$ cat config.mk
export PLATFORM = sky130hd
export DESIGN_NAME = cau_div_pipe
export DESIGN_NICKNAME = d
export VERILOG_FILES = /design/src/hw/rtl/cau_pkg.sv /design/src/hw/rtl/cau_div_pipe.sv
export SDC_FILE = /design/constraint.sdc
export NUM_CORES = 2
export LEC_CHECK = 0
export BUFFER_PORTS_ARGS = -buffer_cell sky130_fd_sc_hd__buf_2
export CAP_MARGIN = 15
export CORE_MARGIN = 4
export CORE_UTILIZATION = 67
export DETAILED_ROUTE_END_ITERATION = 16
export GPL_ROUTABILITY_DRIVEN = 0
export PLACE_DENSITY = 0.84
export RECOVER_POWER = 100
export SKIP_CTS_REPAIR_TIMING = 1
export SYNTH_ARGS = -nofsm -noshare
export SYNTH_HDL_FRONTEND = slang
export SYNTH_SLANG_ARGS = --single-unit
$ cat constraint.sdc
create_clock -name clock -period 9.9 [get_ports clock]
set_input_delay 1.98 -clock clock [delete_from_list [all_inputs] [get_ports clock]]
set_output_delay 1.98 -clock clock [all_outputs]
set_load 0.02 [all_outputs]
$ cat src/hw/rtl/cau_pkg.sv
// cau_pkg: shared types, widths and helpers for the complex arithmetic unit
// no dependencies
package cau_pkg;

   localparam int QFrac    = 8;
   localparam int OpWidth  = 16;
   localparam int CmdWidth = 2;
   localparam int DirWidth = 25;            // pre-clamp width of a result part
   localparam int MagWidth = 32;            // divide numerator magnitude
   localparam int DenWidth = 32;            // divisor magnitude b_re^2 + b_im^2
   localparam int QuoWidth = 16;            // quotient bits below overflow
   localparam int NumWidth = MagWidth + QFrac;
   localparam int CmpWidth = DenWidth + QuoWidth;
   localparam int DivStages = QuoWidth + 1;

   typedef enum logic [CmdWidth-1:0] {
      CMD_ADD = 2'd0,
      CMD_SUB = 2'd1,
      CMD_MUL = 2'd2,
      CMD_DIV = 2'd3
   } cmd_type;

   // per-word control and non-divide results traveling beside the divider
   typedef struct packed {
      logic                       valid;
      cmd_type                    cmd;
      logic                       dz;
      logic signed [DirWidth-1:0] dir_re;
      logic signed [DirWidth-1:0] dir_im;
   } side_type;

   // clamp to signed 16 bits; msb of the result is the saturation flag
   function automatic logic [OpWidth:0] clamp16(input logic signed [DirWidth-1:0] v);
      logic [OpWidth:0] r;
      if (v > DirWidth'(32767)) begin
         r = {1'b1, 16'h7fff};
      end else if (v < -DirWidth'(32768)) begin
         r = {1'b1, 16'h8000};
      end else begin
         r = {1'b0, v[OpWidth-1:0]};
      end
      return r;
   endfunction

endpackage

$ cat src/hw/rtl/cau_div_pipe.sv
// cau_div_pipe: two-lane pipelined restoring divider, one quotient bit per stage
// depends on cau_pkg
module cau_div_pipe (
   input  logic                            clock,
   input  logic                            reset,
   input  logic                            adv,
   input  logic [cau_pkg::MagWidth-1:0]    mag_re,
   input  logic [cau_pkg::MagWidth-1:0]    mag_im,
   input  logic [cau_pkg::DenWidth-1:0]    den,
   input  logic                            neg_re,
   input  logic                            neg_im,
   input  cau_pkg::side_type               side_in,
   output logic [cau_pkg::QuoWidth-1:0]    q_re,
   output logic [cau_pkg::QuoWidth-1:0]    q_im,
   output logic                            of_re,
   output logic                            of_im,
   output logic                            sign_re,
   output logic                            sign_im,
   output cau_pkg::side_type               side_out
);
   import cau_pkg::*;

   logic [NumWidth-1:0] n_re_ff [DivStages];
   logic [NumWidth-1:0] n_im_ff [DivStages];
   logic [QuoWidth-1:0] q_re_ff [DivStages];
   logic [QuoWidth-1:0] q_im_ff [DivStages];
   logic                of_re_ff [DivStages];
   logic                of_im_ff [DivStages];
   logic                neg_re_ff [DivStages];
   logic                neg_im_ff [DivStages];
   logic [DenWidth-1:0] den_ff [DivStages];
   side_type            side_ff [DivStages];
   logic                valid_ff [DivStages];

   logic [NumWidth-1:0] n0_re, n0_im;
   logic [CmpWidth-1:0] d_top;

   assign n0_re = {mag_re, QFrac'(0)};
   assign n0_im = {mag_im, QFrac'(0)};
   assign d_top = {den, QuoWidth'(0)};

   // stage 0: overflow check against den << 16
   always_ff @(posedge clock) begin
      if (reset) begin
         valid_ff[0] <= 1'b0;
      end else if (adv) begin
         valid_ff[0] <= side_in.valid;
      end
      if (adv) begin
         n_re_ff[0]   <= n0_re;
         n_im_ff[0]   <= n0_im;
         q_re_ff[0]   <= '0;
         q_im_ff[0]   <= '0;
         of_re_ff[0]  <= CmpWidth'(n0_re) >= d_top;
         of_im_ff[0]  <= CmpWidth'(n0_im) >= d_top;
         neg_re_ff[0] <= neg_re;
         neg_im_ff[0] <= neg_im;
         den_ff[0]    <= den;
         side_ff[0]   <= side_in;
      end
   end

   // stages 1..16: quotient bit 16-k
   for (genvar k = 1; k < DivStages; k++) begin : g_step
      localparam int Sh = QuoWidth - k;
      logic [CmpWidth-1:0] dsh;
      logic                ge_re, ge_im;
      logic [NumWidth-1:0] n_re_in, n_im_in;

      assign dsh   = CmpWidth'(den_ff[k-1]) << Sh;
      assign ge_re = CmpWidth'(n_re_ff[k-1]) >= dsh;
      assign ge_im = CmpWidth'(n_im_ff[k-1]) >= dsh;
      assign n_re_in = ge_re ? NumWidth'(CmpWidth'(n_re_ff[k-1]) - dsh) : n_re_ff[k-1];
      assign n_im_in = ge_im ? NumWidth'(CmpWidth'(n_im_ff[k-1]) - dsh) : n_im_ff[k-1];

      always_ff @(posedge clock) begin
         if (reset) begin
            valid_ff[k] <= 1'b0;
         end else if (adv) begin
            valid_ff[k] <= valid_ff[k-1];
         end
         if (adv) begin
            n_re_ff[k]       <= n_re_in;
            n_im_ff[k]       <= n_im_in;
            q_re_ff[k]       <= q_re_ff[k-1] | (QuoWidth'(ge_re) << Sh);
            q_im_ff[k]       <= q_im_ff[k-1] | (QuoWidth'(ge_im) << Sh);
            of_re_ff[k]      <= of_re_ff[k-1];
            of_im_ff[k]      <= of_im_ff[k-1];
            neg_re_ff[k]     <= neg_re_ff[k-1];
            neg_im_ff[k]     <= neg_im_ff[k-1];
            den_ff[k]        <= den_ff[k-1];
            side_ff[k]       <= side_ff[k-1];
         end
      end
   end

   always_comb begin
      side_out       = side_ff[DivStages-1];
      side_out.valid = valid_ff[DivStages-1];
   end
   assign q_re    = q_re_ff[DivStages-1];
   assign q_im    = q_im_ff[DivStages-1];
   assign of_re   = of_re_ff[DivStages-1];
   assign of_im   = of_im_ff[DivStages-1];
   assign sign_re = neg_re_ff[DivStages-1];
   assign sign_im = neg_im_ff[DivStages-1];

   // valid bit moves one stage per advance
   a_valid_side: assert property (@(posedge clock) disable iff (reset)
      adv |=> valid_ff[1] == $past(valid_ff[0]))
      else $error("divider valid did not move with stage");

   // a frozen pipe keeps its last valid bit
   a_valid_hold: assert property (@(posedge clock) disable iff (reset)
      !adv |=> $stable(valid_ff[DivStages-1]))
      else $error("divider valid changed while frozen");

   // a valid word leaves with a fully resolved quotient
   a_quo_known: assert property (@(posedge clock) disable iff (reset)
      valid_ff[DivStages-1] |-> !$isunknown({q_re_ff[DivStages-1], q_im_ff[DivStages-1]}))
      else $error("divider quotient unknown on a valid word");

endmodule

Yosys cells after proc, flatten, opt, wreduce, memory -nomap -nowiden
Memory sizes are Yosys's and may differ from the RTL's.
Index checks and enable logic that the tools add are counted.

storage, ports and cells
  register bits = 0
  bits in writable memories = 3451
  bits of input ports = 155
  word-level logic and storage cells = 181
  memories = 11

cells by class
  add/sub/neg operators = 32
  magnitude comparators = 34
  multiplexer cells = 55
  bitwise operators = 49

memories
  memory       depth  bits a word  rd ports  clocked after memory_dff  wr ports  line                source
  side_ff      17     54           17        0                         17        cau_div_pipe.sv:32  side_type side_ff [DivStages];
  n_im_ff      17     40           16        0                         17        cau_div_pipe.sv:24  logic [NumWidth-1:0] n_im_ff [DivStages];
  n_re_ff      17     40           16        0                         17        cau_div_pipe.sv:23  logic [NumWidth-1:0] n_re_ff [DivStages];
  den_ff       17     32           16        0                         17        cau_div_pipe.sv:31  logic [DenWidth-1:0] den_ff [DivStages];
  q_im_ff      17     16           17        0                         17        cau_div_pipe.sv:26  logic [QuoWidth-1:0] q_im_ff [DivStages];
  q_re_ff      17     16           17        0                         17        cau_div_pipe.sv:25  logic [QuoWidth-1:0] q_re_ff [DivStages];
  +5 memories  --     --           --        --                        --        --

operators by type and width
  kind                                          count
  two-way mux 40 bit                            32
  subtractor 40 bit                             16
  greater-or-equal comparator 40 x 48 -> 1 bit  2
  greater-or-equal comparator 40 x 47 -> 1 bit  2
  greater-or-equal comparator 40 x 46 -> 1 bit  2
  greater-or-equal comparator 40 x 45 -> 1 bit  2
  greater-or-equal comparator 40 x 44 -> 1 bit  2
  greater-or-equal comparator 40 x 43 -> 1 bit  2
  greater-or-equal comparator 40 x 42 -> 1 bit  2
  greater-or-equal comparator 40 x 41 -> 1 bit  2
  greater-or-equal comparator 40 x 32 -> 1 bit  2
  greater-or-equal comparator 40 x 33 -> 1 bit  2
  greater-or-equal comparator 40 x 34 -> 1 bit  2
  greater-or-equal comparator 40 x 35 -> 1 bit  2
  greater-or-equal comparator 40 x 36 -> 1 bit  2
  greater-or-equal comparator 40 x 37 -> 1 bit  2
  greater-or-equal comparator 40 x 38 -> 1 bit  2
  greater-or-equal comparator 40 x 39 -> 1 bit  2
  greater-or-equal comparator 40 bit            2
  subtractor 40 x 32 -> 40 bit                  2
  subtractor 40 x 33 -> 40 bit                  2
  subtractor 40 x 34 -> 40 bit                  2
  subtractor 40 x 35 -> 40 bit                  2
  subtractor 40 x 36 -> 40 bit                  2
  21 further kinds                              78

Logic depth before layout (Yosys ltp)
  depth in word-level cells = 4
  depth in mapped cells = 17

Least setup slack after synthesis
OpenSTA, ideal clock, no wires.

  path kind = input to register
  from = input port den[1] (netlist name)
  to = memory of_im_ff[0], data pin
  setup time = 267 ps
  data arrival time = 3598 ps
  required time = 9633 ps
  slack = 6035 ps
  stages on the path = 13
  buffers on the path = 0
  path through = inv_1 ha_1 nor2b_1 o21ai_0 nand3b_1 a21o_1 a21o_1 a21oi_1 nor2b_1 o211ai_1 a21oi_1 o31ai_1 a211oi_1

RTL lines
  what         line                source
  from (decl)  cau_div_pipe.sv:9   input logic [cau_pkg::DenWidth-1:0] den,
  to (decl)    cau_div_pipe.sv:28  logic of_im_ff [DivStages];

==> results by group <==
Status
  • Outcome: complete, but fails checks
  • Failing checks: capacitance limit, slew limit

Global routing
  • Global router's overall resource usage: 27.9%
  • Wire length of the first global-routing pass: 498 mm
  • Overflow left after global routing: 0
  • Largest net degree at the start of global routing: 197
  • Number of global-route vias before repair: 96.5k
  • Antenna violations before repair: 6

Drt
  • DRC violation count after routing: 0
  • Vias per std cell: 6.28
  • Wire per inst: 21.0 um
  • Total wirelength of the detailed-routed design: 317 mm
  • Antenna Violating Nets Remaining: 0
  • DRC violation total after the first TritonRoute iteration: 8877
  • First drt pass iteration count: 12
  • Via count of the routed design: 95.0k

Floorplanning
  • Area enclosed by the die boundary: 225000 um^2
  • Height of the chip: 474 um
  • I/O pin cnt: 245
  • Die width: 474 um
  • Starting density of the core: 67.6%
  • Row cnt: 170
  • Placeable core area: 215000 um^2

STA
  • Worst-case clock skew: 0.0698 ns
  • Slew at the pin closest to its max-slew limit: 5.07 ns
  • Portion of the clock cycle consumed by the worst path in the final layout: 71.1%
  • Setup_tns: 0 ns
  • Final hold viol count: 0
  • Final count of pins violating max slew: 3134
  • Min Tclk post-route: 7.04 ns
  • RSZ-0062 raised after global routing: false
  • Slew Limit Headroom: -238%
  • Fmax: 142 MHz
  • Total of endpoints with negative setup slack in the final report: 0

Synth
  • Synth Instances: 11.7k
  • Avg Synthesized Cell Area: 12.4 um^2
  • Post-synthesis cell area: 146000 um^2
  • Number of nets in the synthesized netlist: 12.9k
  • Most common cell in the netlist: sky130_fd_sc_hd__edfxtp_1
  • Share of flip-flops with an asynchronous set or reset after synthesis: 0%
  • Top cell type by total area after synthesis: sky130_fd_sc_hd__edfxtp_1
  • Most area-consuming cells after synthesis: sky130_fd_sc_hd__edfxtp_1 59%, sky130_fd_sc_hd__ha_1 8.7%, sky130_fd_sc_hd__a21oi_1 3.3%
  • Predominant post-synthesis flop cell: sky130_fd_sc_hd__edfxtp_1
  • Commonest cells post-synth: 2850 x sky130_fd_sc_hd__edfxtp_1, 1014 x sky130_fd_sc_hd__ha_1, 960 x sky130_fd_sc_hd__a21oi_1
  • Number of enable flip-flop cells after synthesis: 2850
  • Yosys reg bits: 2850
  • Synthesis Warnings: 0
  • Synth top area share: 58.8%
  • Library cells used by synthesis: 107
  • Sequential element share of the synthesized area: 58.8%

Worst setup path
  • Kind of start point of the critical path: register
  • Maximum fanout along the worst path: 64
  • Data required time at the worst endpoint: 10.57 ns
  • Reg-to-reg endpoint: n_re_ff[0][491]$_DFFE_PP_
  • Data arrival, critical path: 7.71 ns
  • WS Path Type: reg -> reg
  • Internal reg-to-reg setup slack: 2.86 ns
  • Logic depth of the worst register-to-register path: 14
  • Endpoint kind of the worst setup timing path: register
  • Worst reg2reg startpoint: den_ff[0][352]$_DFFE_PP_

Cells and area
  • Share of post-route cells with drive strength above 1: 7.07%
  • Net count, final: 13.3k
  • Number of filler instances in the final layout: 13.5k
  • End-of-flow core utilization: 73.7%
  • Growth of design area from synthesis to finish: 8.94%
  • Count of placed standard cells in the final layout, fillers left out: 15.1k

Clock tree
  • Sink Count: 2850
  • Cell at the root of the clock tree: sky130_fd_sc_hd__clkbuf_16
  • Number of buffers inserted during clock tree synthesis: 305
  • Max H-tree Level: 5
  • Buffers from clock root to sink, at most: 4
  • CTS tree: built
  • Clock Pin Slew Worst Setup and Hold Paths: 0.06 ns
  • Clock insertion delay at the later pin of the skew report: 0.95 ns

Power
  • Internal power summed over all cells: 27.0 mW
  • Power Total: 39.4 mW
  • Leak: 62.6 nW
  • Combinational group share of total power: 30.3%
  • Clock power frac: 27.3%
  • Highest ir drop seen on vdd: 0.000212 V
  • PD cells: 249 nW/um^2
  • NetSw: 12.4 mW
  • Fraction of power spent switching nets: 31.5%
  • Reg power frac: 42.3%

Hold path
  • Hold Crit Endpoint: q_re_ff[7][13]$_DFFE_PP_
  • Worst hold path depth: 0
  • Source of the worst hold timing path: q_re_ff[6][13]$_DFFE_PP_
  • Type of the worst min-delay path: reg -> reg

Placed design
  • HPWL reported at the end of detailed placement: 231 mm
  • Number of buffers inserted by port buffering: 244
  • Cells after DPL: 14.6k

Flow run
  • Max-cap viol count: 50
==> power by group through the flow <==
stage / Combinational [mW] / Clock (mW) / Sequential [mW]
2_1_floorplan: 8.82 / 0 / 16.4
3_3_place_gp: 11.1 / 0 / 16.8
3_5_place_dp: 11.6 / 0 / 16.8
4_1_cts: 11.7 / 11.0 / 16.6
5_1_grt: 13.0 / 11.5 / 16.8
6_report: 12.0 / 10.8 / 16.7
==> cell families (layout without fill, tap and decap cells) <==
logic type	after synthesis	count (layout)	share of synthesized area, %
and+or+nand+nor	2585	2585	8.47
AOI/OAI and AO/OA	3056	3056	13.3
other	0	14	0
DFF	2850	2850	58.8
xor gates and xnor gates	832	832	5.01
buffers and inverters	1012	1577	2.79
muxes	325	325	2.49
adders and majority gates	1044	1044	9.13
==> sequential cells by signal (all words and copies together) (netlist names) <==
name,cells
of_re_ff,17
n_im_ff,540
q_re_ff,136
side_ff,901
neg_im_ff,17
n_re_ff,540
of_im_ff,17
neg_re_ff,17
den_ff,512
q_im_ff,136
valid_ff,17
==> worst max-delay path by stage <==
stage / startpoint / end / slack, ns / depth (start not counted)
2_1_floorplan: den[1] / of_im_ff[0]$_DFFE_PP_ / 6.03 / 13
4_1_cts: den_ff[0][321]$_DFFE_PP_ / n_re_ff[0][465]$_DFFE_PP_ / 5.04 / 14
5_1_grt: den_ff[0][352]$_DFFE_PP_ / n_re_ff[0][491]$_DFFE_PP_ / 2.36 / 14
3_5_place_dp: den_ff[0][321]$_DFFE_PP_ / n_re_ff[0][465]$_DFFE_PP_ / 5.11 / 14
6_report: den_ff[0][352]$_DFFE_PP_ / n_re_ff[0][491]$_DFFE_PP_ / 2.86 / 14
3_3_place_gp: den_ff[0][321]$_DFFE_PP_ / n_re_ff[0][478]$_DFFE_PP_ / 4.97 / 15
==> cell usage in the layout, fill, tap and decap left out, types with 59 or more instances in the layout <==
| master | count |
|---|---|
| sky130_fd_sc_hd__nor3_1 | 145 |
| sky130_fd_sc_hd__clkbuf_16 | 307 |
| sky130_fd_sc_hd__nand2_1 | 816 |
| sky130_fd_sc_hd__mux2_2 | 259 |
| sky130_fd_sc_hd__o21bai_1 | 120 |
| sky130_fd_sc_hd__clkinv_1 | 61 |
| sky130_fd_sc_hd__xnor2_1 | 484 |
| sky130_fd_sc_hd__o21a_1 | 110 |
| sky130_fd_sc_hd__edfxtp_1 | 2850 |
| sky130_fd_sc_hd__nor2b_1 | 147 |
| sky130_fd_sc_hd__nand4_1 | 144 |
| sky130_fd_sc_hd__a211oi_1 | 60 |
| sky130_fd_sc_hd__o21ai_0 | 747 |
| sky130_fd_sc_hd__a31oi_1 | 69 |
| sky130_fd_sc_hd__and2_1 | 59 |
| sky130_fd_sc_hd__a21o_1 | 527 |
| sky130_fd_sc_hd__buf_2 | 74 |
| sky130_fd_sc_hd__and3_1 | 73 |
| sky130_fd_sc_hd__inv_1 | 745 |
| sky130_fd_sc_hd__nand2b_1 | 129 |
| sky130_fd_sc_hd__nand3_1 | 187 |
| sky130_fd_sc_hd__a21oi_1 | 964 |
| sky130_fd_sc_hd__xor2_1 | 348 |
| sky130_fd_sc_hd__ha_1 | 1014 |
| sky130_fd_sc_hd__nor2_1 | 633 |
| sky130_fd_sc_hd__clkbuf_1 | 269 |
| sky130_fd_sc_hd__o31ai_1 | 71 |
==> routing by layer <==
layer	global-route usage (%)	vias to the layer above	part of all wire [%]
met1	29.0	44800	35
met5	0	-	0
met2	51.0	4262	51
li1	-	44500	-
met4	20.7	0	8.5
met3	3.95	1470	5.2
==> final cells by class <==
| cell class | count | area (um^2) | area share [%] |
|---|---|---|---|
| Clock buffer | 360 | 7880 | 4.97 |
| Tap cell | 2838 | 3550 | 2.24 |
| Antenna cell | 14 | 35.0 | 0.0221 |
| Sequential cell | 2850 | 85600 | 54.0 |
| Multi-Input combinational cell | 7842 | 55800 | 35.2 |
| Clock inverter | 158 | 1510 | 0.954 |
| Inverter | 746 | 2800 | 1.77 |
| Timing Repair Buffer | 313 | 1440 | 0.908 |
==> per-stage QoR <==
step                instance area [um^2]  hold WS (ns)  setup slack, ns
detailed placement                150000         0.405             5.11
CTS                               159000         0.365             5.04
finish                            159000         0.369             2.86
global route                      159000         0.374             2.36
global placement                  150000         0.400             4.97
floorplan                         146000         0.400             6.03
==> critical path, stage by stage (launching register included) <==
cell	delay, ns
sky130_fd_sc_hd__edfxtp_1	0.39
sky130_fd_sc_hd__inv_1	0.14
sky130_fd_sc_hd__fa_1	0.48
sky130_fd_sc_hd__a21o_1	0.22
sky130_fd_sc_hd__a221oi_1	0.51
sky130_fd_sc_hd__o221ai_1	0.28
sky130_fd_sc_hd__o31ai_1	0.49
sky130_fd_sc_hd__o21ai_0	0.33
sky130_fd_sc_hd__nand2_1	0.15
sky130_fd_sc_hd__a22oi_1	0.14
sky130_fd_sc_hd__a311o_1	0.40
sky130_fd_sc_hd__a21oi_4	0.14
sky130_fd_sc_hd__clkbuf_1	1.90
sky130_fd_sc_hd__inv_1	0.70
sky130_fd_sc_hd__mux2_2	0.49
Power figures use the tool's default switching activity.
